`src/rtl/core/first_fit_segment_allocator_assert.svh`:
```
// Assertion macros for the segment allocator.
// Both sample on the rising edge of clk and are disabled while arst_n is low.
`ifndef FIRST_FIT_SEGMENT_ALLOCATOR_ASSERT_SVH
`define FIRST_FIT_SEGMENT_ALLOCATOR_ASSERT_SVH

`ifndef SYNTHESIS
`define FFSA_ASSERT(lbl, prop, msg) \
	lbl: assert property (@(posedge clk) disable iff (!arst_n) (prop)) else $error(msg);
`define FFSA_ASSERT_NEXT(lbl, ante, cons, msg) \
	lbl: assert property (@(posedge clk) disable iff (!arst_n) (ante) |=> (cons)) else $error(msg);
`else
`define FFSA_ASSERT(lbl, prop, msg)
`define FFSA_ASSERT_NEXT(lbl, ante, cons, msg)
`endif

`endif

```
`src/rtl/core/ffsa_pkg.sv`:
```
`timescale 1ns / 1ps
`default_nettype none

package ffsa_pkg;

	localparam int DEF_MAX_SEGMENTS = 16;
	localparam int DEF_ADDR_BITS    = 32;

	localparam int SIZE_W  = 32;
	localparam int OWNER_W = 16;
	localparam int PRIO_W  = 8;
	localparam int STAT_W  = 2;

	localparam logic OP_ALLOC = 1'b0;
	localparam logic OP_FREE  = 1'b1;

	localparam logic [STAT_W-1:0] STAT_OK         = 2'd0;
	localparam logic [STAT_W-1:0] STAT_NO_FIT     = 2'd1;
	localparam logic [STAT_W-1:0] STAT_NOT_FOUND  = 2'd2;
	localparam logic [STAT_W-1:0] STAT_TABLE_FULL = 2'd3;

	// broadcast from the sequencer to every cell
	typedef struct packed {
		logic clr;
		logic ins;
		logic del;
	} ffsa_cmd_t;

	// per-cell report back to the sequencer
	typedef struct packed {
		logic live;
		logic hit;
		logic fail;
	} ffsa_rpt_t;

endpackage

`default_nettype wire

```
`src/rtl/core/ffsa_cell.sv`:
```
`timescale 1ns / 1ps
`default_nettype none

module ffsa_cell #(
	parameter int EW = 33
) (
	input  logic                           clk,
	input  logic                           arst_n,
	input  ffsa_pkg::ffsa_cmd_t            cmd,
	input  logic                           occ,
	input  logic                           op_free,
	input  logic [ffsa_pkg::SIZE_W-1:0]    req,
	input  logic [ffsa_pkg::OWNER_W-1:0]   key,
	input  logic [EW-1:0]                  lim,
	input  logic [EW-1:0]                  new_start,
	input  logic [EW-1:0]                  new_end,
	input  logic [ffsa_pkg::OWNER_W-1:0]   new_owner,
	input  logic [ffsa_pkg::PRIO_W-1:0]    new_prio,
	input  logic                           tok_in,
	input  logic [EW-1:0]                  pend_in,
	output logic                           tok_out,
	output logic [EW-1:0]                  pend_out,
	input  logic [EW-1:0]                  l_start,
	input  logic [EW-1:0]                  l_end,
	input  logic [ffsa_pkg::OWNER_W-1:0]   l_owner,
	input  logic [ffsa_pkg::PRIO_W-1:0]    l_prio,
	input  logic [EW-1:0]                  r_start,
	input  logic [EW-1:0]                  r_end,
	input  logic [ffsa_pkg::OWNER_W-1:0]   r_owner,
	input  logic [ffsa_pkg::PRIO_W-1:0]    r_prio,
	output logic [EW-1:0]                  seg_start,
	output logic [EW-1:0]                  seg_end,
	output logic [ffsa_pkg::OWNER_W-1:0]   seg_owner,
	output logic [ffsa_pkg::PRIO_W-1:0]    seg_prio,
	output ffsa_pkg::ffsa_rpt_t            rpt,
	output logic [EW-1:0]                  hit_addr
);
	import ffsa_pkg::*;

	logic                tok_q;
	logic [EW-1:0]       pend_q;
	logic                passed_q;
	logic                hit_q;
	logic [EW-1:0]       start_q;
	logic [EW-1:0]       end_q;
	logic [OWNER_W-1:0]  owner_q;
	logic [PRIO_W-1:0]   prio_q;

	logic [EW-1:0]       bound;
	logic [EW-1:0]       gap;
	logic                fit;
	logic                match;
	logic                hit;
	logic                fail;
	logic                pass;

	// an empty cell stands for the tail gap up to the memory limit
	assign bound = occ ? start_q : lim;
	assign gap   = (bound > pend_q) ? bound - pend_q : '0;
	assign fit   = 33'(gap) >= {1'b0, req};
	assign match = occ && (owner_q == key);

	always_comb begin
		if (op_free) begin
			hit  = tok_q && match;
			fail = tok_q && !occ;
			pass = tok_q && occ && !match;
		end else begin
			hit  = tok_q && fit;
			fail = tok_q && !occ && !fit;
			pass = tok_q && occ && !fit;
		end
	end

	assign tok_out  = pass;
	assign pend_out = end_q;
	assign hit_addr = hit ? pend_q : '0;
	assign rpt      = '{live: tok_q, hit: hit, fail: fail};

	assign seg_start = start_q;
	assign seg_end   = end_q;
	assign seg_owner = owner_q;
	assign seg_prio  = prio_q;

	always_ff @(posedge clk or negedge arst_n) begin
		if (!arst_n) begin
			tok_q    <= 1'b0;
			passed_q <= 1'b0;
			hit_q    <= 1'b0;
		end else begin
			tok_q <= tok_in;
			if (cmd.clr) begin
				passed_q <= 1'b0;
				hit_q    <= 1'b0;
			end else begin
				if (pass)
					passed_q <= 1'b1;
				if (hit)
					hit_q <= 1'b1;
			end
		end
	end

	always_ff @(posedge clk) begin
		pend_q <= pend_in;
		if (cmd.ins) begin
			if (hit_q) begin
				start_q <= new_start;
				end_q   <= new_end;
				owner_q <= new_owner;
				prio_q  <= new_prio;
			end else if (!passed_q) begin
				// open the slot: take the entry from the left
				start_q <= l_start;
				end_q   <= l_end;
				owner_q <= l_owner;
				prio_q  <= l_prio;
			end
		end else if (cmd.del) begin
			if (!passed_q) begin
				// close the slot: take the entry from the right
				start_q <= r_start;
				end_q   <= r_end;
				owner_q <= r_owner;
				prio_q  <= r_prio;
			end
		end
	end

endmodule

`default_nettype wire

```
`config.mk`:
```
export PLATFORM = sky130hd
export DESIGN_NAME = ffsa_cell
export DESIGN_NICKNAME = d
export VERILOG_FILES = /design/src/rtl/core/first_fit_segment_allocator_assert.svh /design/src/rtl/core/ffsa_pkg.sv /design/src/rtl/core/ffsa_cell.sv
export SDC_FILE = /design/constraint.sdc
export NUM_CORES = 1
export LEC_CHECK = 0
export ABC_AREA = 1
export BUFFER_PORTS_ARGS = -buffer_cell sky130_fd_sc_hd__buf_2
export CORE_AREA = 2 2 214 216
export DETAILED_ROUTE_END_ITERATION = 8
export DIE_AREA = 0 0 216 218
export PLACE_DENSITY = 0.55
export REMOVE_ABC_BUFFERS = 1
export SYNTH_ARGS = -nofsm -noshare
export SYNTH_HDL_FRONTEND = slang
export SYNTH_SLANG_ARGS = --single-unit
export TNS_END_PERCENT = 10
```
`constraint.sdc`:
```
create_clock -name clk -period 18.92 [get_ports clk]
set_clock_uncertainty 0.2 [all_clocks]
set_input_delay 5.676 -clock clk [delete_from_list [all_inputs] [get_ports clk]]
set_output_delay 5.676 -clock clk [all_outputs]
set_load 0.05 [all_outputs]
```
==> results of run 1 <==
==> cell usage in the layout, fill, tap and decap left out, types with 4 or more instances in the layout <==
| cell | instances |
|---|---|
| buf_2 | 550 |
| nand2_1 | 341 |
| o21ai_0 | 195 |
| nor2_1 | 185 |
| inv_1 | 145 |
| edfxtp_1 | 90 |
| ha_1 | 65 |
| a21oi_1 | 57 |
| dfxtp_1 | 33 |
| xor2_1 | 18 |
| clkbuf_16 | 18 |
| nand3_1 | 16 |
| nor2_2 | 13 |
| xnor2_1 | 12 |
| buf_4 | 9 |
| nor3_1 | 8 |
| o21bai_1 | 7 |
| nor4_1 | 7 |
| nand4_1 | 6 |
| nand2_2 | 5 |
| or2_2 | 5 |
| nor3b_1 | 5 |
| clkbuf_8 | 4 |
==> sequential cells by signal (all words and copies together) (netlist names) <==
signal	count
hit_q	1
passed_q	1
pend_out	33
pend_q	33
seg_owner	16
seg_prio	8
seg_start	33
tok_q	1
==> cell families (layout without fill, tap and decap cells) <==
kind of cell | count (synthesis) | count (layout) | synth area share
buf+inv | 236 | 740 | 0.110
xor+xnor | 30 | 30 | 0.0277
compound gates | 277 | 277 | 0.152
simple gates | 601 | 601 | 0.259
other cells | 0 | 3 | 0
flops | 126 | 126 | 0.363
mux | 1 | 1 | 0.00106
fa+ha+maj | 66 | 66 | 0.0879
==> metal layers <==
metal	vias to the layer above	global-route usage
met3	62	0.0291
met2	413	0.299
met4	2	0.0781
met5	-	0
met1	4785	0.222
li1	5303	-
==> metrics by stage <==
| stage | std cells | setup slack, ps | power (mW) | util |
|---|---|---|---|---|
| floorplan | 1249 | 2650 | 0.670 | - |
| global placement | 2409 | 1950 | 0.830 | 0.281 |
| detailed placement | 2409 | 1800 | 0.833 | 0.281 |
| CTS | 2441 | 1760 | 1.16 | 0.294 |
| global route | 2444 | 1100 | 1.22 | 0.294 |
| finish | 2444 | 1780 | 1.15 | 0.294 |
==> final cells by class <==
type                       count  area share
multi-input combinational    975       0.380
sequential                   126       0.261
timing repair buffer         560       0.215
tap                          600      0.0569
inverter                     148      0.0422
clock buffer                  24      0.0389
clock inverter                 8     0.00579
antenna                        3    0.000569
==> critical path: cells and delay by family <==
kind	cells	cell delay, ps
AO/OA/AOI/OAI	3	370
AND/OR/NAND/NOR	23	3310
adder cells (fa/ha/maj)	2	630
buffers and inverters	6	1230
==> cells in the mapped netlist, types with 5 or more instances <==
master	instances	area [sq um]
nand2_1	341	1280
o21ai_0	195	976
nor2_1	185	694
inv_1	146	548
edfxtp_1	90	2700
ha_1	65	813
a21oi_1	58	290
clkbuf_1	45	169
buf_4	36	270
dfxtp_1	33	661
xor2_1	18	158
nand3_1	16	80.1
nor2_2	13	81.3
xnor2_1	12	105
nor3_1	8	40.0
nor4_1	7	43.8
o21bai_1	7	52.6
nand4_1	6	37.5
nand2_2	5	31.3
nor3b_1	5	37.5
or2_2	5	31.3
==> report_power, final <==
group	switching [mW]	total [mW]	internal, mW
clock	0.124	0.326	0.202
sequential	0.0202	0.356	0.336
combinational	0.336	0.469	0.133
total	0.481	1.15	0.670
==> worst max path at each step <==
stage	startpoint	endpoint	slack, ps	cells after the start
global placement	occ	hit_addr[17]	1950	34
floorplan	occ	hit_addr[0]	2650	31
detailed placement	occ	hit_addr[17]	1800	34
global route	occ	hit_addr[17]	1100	34
CTS	occ	hit_addr[17]	1760	34
finish	occ	hit_addr[17]	1780	34
==> out/metrics.yaml, run 1 <==
routed.top_layer: "met5"
whs_endpoint: "passed_q"
rr_worst_depth: 28
netlist_instances: 1337
die_h_um: 218
core.rowCount: 78
core_area_sq_um: 44900
cts_buffers: 17
yosys.cell_types.count: 47
synth_ff_type: "edfxtp_1"
post-cts-setup-buffer-count: 0
drt_iter0_drc: 635
min_period_over_period: 0.906
worstMarginPinSlew_ps: 969
drive_above_1_share: 0.338
cts_root_buffer: "clkbuf_16"
slew-limit-headroom: 0.354
place.gp.congestion: 0.913
die_width_um: 216
slew_viol_final: 0
cts_resized: 0
drt-met1-wl_mm: 18.3
cp_data_required_time_ps: 13040
grt_pass1_vias: 10563
place.port_buffers: 551
rsz0062_at_grt: "false"
cts_hold_buf: 0
grt_pass1_wl_mm: 62.0
cts_tree: "built"
htree_levels: 4
hold_depth: 2
first_pass_iters: 6
crit_top_cell: "nand2_1"
start_util: 0.211
hp-class: "reg -> reg"
grt_antenna_before_repair: 5
avgSynthCellArea_sq_um: 7.09
pin_count: 552
fillCellCount: 5003
max_stage_delay_ps: 640
setup.worst_path.start_class: "input pin"
multiInputGateArea_sq_um: 5010
fin_nets: 2286
crit_arrival_ps: 11270
wl_met3_mm: 2.26
cp-end-kind: "output pin"
area_growth_pct: 39.1
setup_violations: 0
tns_ps: 0
antenna_left: 0
clock.fmax_mhz: 58.3
viasPerCell: 4.32
ys_seq_area_frac: 0.363
holdWs_ps: 384
path_max_fanout: 35
wl_mm: 42.7
cts_sinks: 126
hold_viol_final: 0
hpwlAfterDp_mm: 36.6
crit_type: "in -> out"
status: "finished clean"
die_area_sq_um: 47100
wl_per_cell_um: 17.5
clk_latency_ps: 440
max-cap-violations: 0
stdcell_area_sq_um: 13200
min_from: "passed_q"
grt_usage: 0.177
grt_overflow: 0
rr_startpoint: "seg_start[12]"
rrSetupSlack_ps: 13610
regArea_sq_um: 3440
netlist_area_sq_um: 9480
num_vias: 10565
synth_edf_count: 90
clk_pin_slew_ps: 60
ys_seq_elements: 126
cts_buffer_depth: 2
vdd_ir_drop_max_mv: 0.0622
power.leakage_nw: 6.96
async_flop_share: 0.0238
placed_area_sq_um: 12600
grt_max_degree: 91
powerDensity_nw_per_um2: 87.2
r2r_end: "hit_q"
min_period_ps: 17140
crit_slowest_cell: "nand2_1"
yosysWarningCount: 0
dr_wl_met2_mm: 20.8
drc: 0
No activity file was read; power rests on OpenSTA's default activity.
==> run 2, diff against run 1 <==
--- a/config.mk
+++ b/config.mk
@@ -8,8 +8,10 @@
 export ABC_AREA = 1
 export BUFFER_PORTS_ARGS = -buffer_cell sky130_fd_sc_hd__buf_2
 export CORE_AREA = 2 2 214 216
+export CTS_BUF_LIST = sky130_fd_sc_hd__clkbuf_16
 export DETAILED_ROUTE_END_ITERATION = 8
 export DIE_AREA = 0 0 216 218
+export GPL_TIMING_DRIVEN = 1
 export PLACE_DENSITY = 0.55
 export REMOVE_ABC_BUFFERS = 1
 export SYNTH_ARGS = -nofsm -noshare
==> out/metrics.yaml, run 2 (same netlist as run 1, synthesis figures left out) <==
min_period_over_period: 0.907
final_core_util: 0.293
fin_nets: 2286
post-cts-setup-buffer-count: 0
stdcell_area_sq_um: 13200
min_from: "passed_q"
cts_resized: 0
pwr-share-seq: 0.314
path_max_fanout: 35
grt_overflow: 0
switchingPower_mw: 0.480
cts_buffers: 17
power.leakage_nw: 6.95
hold_depth: 2
die_h_um: 218
fillCellCount: 5005
cts_root_buffer: "clkbuf_16"
crit_type: "in -> out"
rsz0062_at_grt: "false"
place.port_buffers: 551
tns_ps: 0
die_width_um: 216
slew_viol_final: 0
drc: 0
first_pass_iters: 5
die_area_sq_um: 47100
holdWs_ps: 387
drive_above_1_share: 0.336
slew-limit-headroom: 0.344
layout_commonest_cell: "buf_2"
placed_area_sq_um: 12600
wl_mm: 42.8
grt_max_degree: 91
clk_latency_ps: 440
hp-class: "reg -> reg"
viasPerCell: 4.33
antenna_left: 0
core.rowCount: 78
max-cap-violations: 0
grt_antenna_before_repair: 5
power.share.switching: 0.424
cp_data_required_time_ps: 13040
pin_count: 552
setup.worst_path.start_class: "input pin"
area_growth_pct: 38.7
status: "finished clean"
num_vias: 10577
hpwlAfterDp_mm: 36.6
worstMarginPinSlew_ps: 984
min_period_ps: 17160
hold_viol_final: 0
max_stage_delay_ps: 660
combinationalPowerShare: 0.414
vdd_ir_drop_max_mv: 0.0622
place.gp.congestion: 0.913
timing.final.ws_setup_ps: 1760
cts_sinks: 126
drt_iter0_drc: 632
clk_pin_slew_ps: 60
grt_usage: 0.177
pre_cts_ws_ps: 1800
grt_pass1_vias: 10558
mostFrequentLayoutCells: "buf_2, nand2_1, o21ai_0"
r2r_end: "hit_q"
setup_violations: 0
crit_top_cell: "nand2_1"
whs_endpoint: "passed_q"
internal-power_mw: 0.653
rrSetupSlack_ps: 13600
crit_slowest_cell: "nand2_1"
htree_levels: 4
crit_arrival_ps: 11280
grt_pass1_wl_mm: 62.0
cts_buffer_depth: 2
rr_startpoint: "seg_start[16]"
cts_tree: "built"
clock.fmax_mhz: 58.3
core_area_sq_um: 44900
start_util: 0.211
cts_hold_buf: 0
clkPwrFrac: 0.272
powerDensity_nw_per_um2: 86.1
wl_per_cell_um: 17.5
cp-end-kind: "output pin"
rr_worst_depth: 27
run 2: changes by cell type in the layout (fill, tap and decap cells not counted):
cell,change
inv_1,+2
clkbuf_8,-4
clkinv_1,+4
clkbuf_1,-2
run 2: critical path, delay by kind of cell:
kind            cells  cell delay (ps)
compound gates      2              200
simple gates       22             3540
buf+inv             5             1190
fa+ha+maj           2              650
run 2: worst max-delay path by stage:
stage,cells after the start,slack (ps),start,endpoint
floorplan,31,2650,occ,hit_addr[0]
global placement,34,1950,occ,hit_addr[17]
detailed placement,34,1800,occ,hit_addr[17]
CTS,34,1760,occ,hit_addr[17]
global route,34,1100,occ,hit_addr[17]
finish,31,1760,occ,hit_addr[17]
run 2: stage by stage:
step | cells | total power, mW
floorplan | 1249 | 0.670
global placement | 2409 | 0.830
detailed placement | 2409 | 0.833
CTS | 2441 | 1.15
global route | 2444 | 1.20
finish | 2444 | 1.13
run 2: per-layer routing:
layer | GRT usage | up-vias | wire length, um
li1 | - | 5301 | -
met1 | 0.222 | 4798 | 18200
met2 | 0.299 | 412 | 20800
met3 | 0.0291 | 64 | 2310
met4 | 0.0781 | 2 | 1380
met5 | 0 | - | 13
run 2: final cells by class:
class | count | area, sq um | share of cell area
clock inverters | 14 | 98.8 | 0.00752
clock buffers | 18 | 450 | 0.0342
inverters | 148 | 557 | 0.0423
multi-input cells | 975 | 5010 | 0.381
flip-flops and latches | 126 | 3440 | 0.262
diodes | 3 | 7.51 | 0.000571
repair buffers | 560 | 2840 | 0.216
well taps | 600 | 751 | 0.0571
run 2: power by group through the flow:
stage,Sequential (mW),Combinational (mW),Clock [mW]
4_1_cts,0.357,0.472,0.317
3_5_place_dp,0.361,0.471,0
6_report,0.356,0.469,0.308
3_3_place_gp,0.361,0.469,0
5_1_grt,0.360,0.512,0.326
2_1_floorplan,0.483,0.187,0
==> run 3, diff against run 2 <==
--- a/config.mk
+++ b/config.mk
@@ -7,12 +7,15 @@
 export LEC_CHECK = 0
 export ABC_AREA = 1
 export BUFFER_PORTS_ARGS = -buffer_cell sky130_fd_sc_hd__buf_2
+export CELL_PAD_IN_SITES_DETAIL_PLACEMENT = 1
+export CELL_PAD_IN_SITES_GLOBAL_PLACEMENT = 2
 export CORE_AREA = 2 2 214 216
 export CTS_BUF_LIST = sky130_fd_sc_hd__clkbuf_16
 export DETAILED_ROUTE_END_ITERATION = 8
 export DIE_AREA = 0 0 216 218
+export GPL_ROUTABILITY_DRIVEN = 1
 export GPL_TIMING_DRIVEN = 1
-export PLACE_DENSITY = 0.55
+export PLACE_DENSITY = 0.88
 export REMOVE_ABC_BUFFERS = 1
 export SYNTH_ARGS = -nofsm -noshare
 export SYNTH_HDL_FRONTEND = slang
==> out/metrics.yaml, run 3 (same netlist as run 1, synthesis figures left out) <==
cp_data_required_time_ps: 13040
pre_cts_ws_ps: 1330
setup_violations: 0
antenna_left: 0
cts_sinks: 126
fin_nets: 2285
grt_usage: 0.194
slew_viol_final: 0
slew-limit-headroom: 0.262
final_cells: 2446
timing.final.ws_setup_ps: 1450
finalPower_mw: 1.16
max_stage_delay_ps: 740
cts_root_buffer: "clkbuf_16"
start_util: 0.211
cp-end-kind: "output pin"
first_pass_iters: 4
cts_buffers: 17
grt_pass1_wl_mm: 68.5
grt_pass1_vias: 11570
crit_slowest_cell: "clkinv_1"
drc: 0
mostFrequentLayoutCells: "buf_2, nand2_1, o21ai_0"
place.gp.congestion: 0.902
htree_levels: 4
crit_top_cell: "nand2_1"
powerDensity_nw_per_um2: 88.2
power.leakage_nw: 6.96
layout_commonest_cell: "buf_2"
viasPerCell: 4.44
final_core_util: 0.294
min_period_over_period: 0.924
cts_tree: "built"
hp-class: "reg -> reg"
cts_buffer_depth: 2
vdd_ir_drop_max_mv: 0.0587
rr_startpoint: "seg_start[7]"
area_growth_pct: 39.0
setup.worst_path.start_class: "input pin"
die_area_sq_um: 47100
cts_resized: 0
clk_pin_slew_ps: 60
core.rowCount: 78
clk_latency_ps: 450
post-cts-setup-buffer-count: 0
num_vias: 10853
placed_area_sq_um: 12600
place.port_buffers: 551
die_h_um: 218
tns_ps: 0
path_max_fanout: 35
min_period_ps: 17470
status: "finished clean"
min_from: "passed_q"
core_area_sq_um: 44900
drt_iter0_drc: 496
holdWs_ps: 397
wl_mm: 46.4
worstMarginPinSlew_ps: 1100
crit_arrival_ps: 11600
grt_antenna_before_repair: 7
grt_overflow: 0
stdcell_area_sq_um: 13200
wl_per_cell_um: 19.0
setup.worst_path.start: "occ"
dp_cells: 2408
clock.fmax_mhz: 57.2
drive_above_1_share: 0.337
hpwlAfterDp_mm: 39.2
pin_count: 552
die_width_um: 216
hold_viol_final: 0
grt_max_degree: 91
rsz0062_at_grt: "false"
max-cap-violations: 0
crit_type: "in -> out"
cts_hold_buf: 0
rrSetupSlack_ps: 13600
[run 3: cell count changes in the layout (fill, tap and decap cells not counted), sizes merged]
cell	delta
diode	+3
clkinv	-1
clkbuf	-1
inv	-1
buf	-1
clkinvlp	+1
bufinv	+2
[run 3: path summary, 6_finish.rpt]
check / end / depth (start not counted)
worst max register to register: hit_q / 30
max in group asynchronous: hit_q / 1
worst min register to register: passed_q / 2
worst max-delay path: hit_addr[0] / 31
min in group asynchronous: passed_q / 1
worst min-delay path: passed_q / 2
[run 3: routing by layer]
layer / vias up / track usage / wire, um
li1: 5293 / - / -
met1: 5175 / 0.234 / 19800
met2: 323 / 0.336 / 23000
met3: 62 / 0.0425 / 2390
met4: 0 / 0.0765 / 1160
met5: - / 0 / 0
[run 3: area by class of cell]
class	count	area, sq um
repair buffers	559	2830
clock inverters	15	156
diodes	6	15.0
multi-input cells	975	5010
well taps	600	751
inverters	148	557
fillers	5793	31700
clock buffers	17	425
flip-flops and latches	126	3440
[run 3: power by group]
part           switching, mW  internal, mW  total [mW]
combinational          0.342         0.133       0.474
sequential            0.0198         0.336       0.356
clock                  0.130         0.203       0.333
total                  0.491         0.672        1.16
[run 3: worst max-delay path: cells and delay by family]
| kind | cells | cell delay, ps |
|---|---|---|
| buffers and inverters | 6 | 1890 |
| adder cells (fa/ha/maj) | 2 | 670 |
| AO/OA/AOI/OAI | 2 | 210 |
| AND/OR/NAND/NOR | 21 | 3100 |
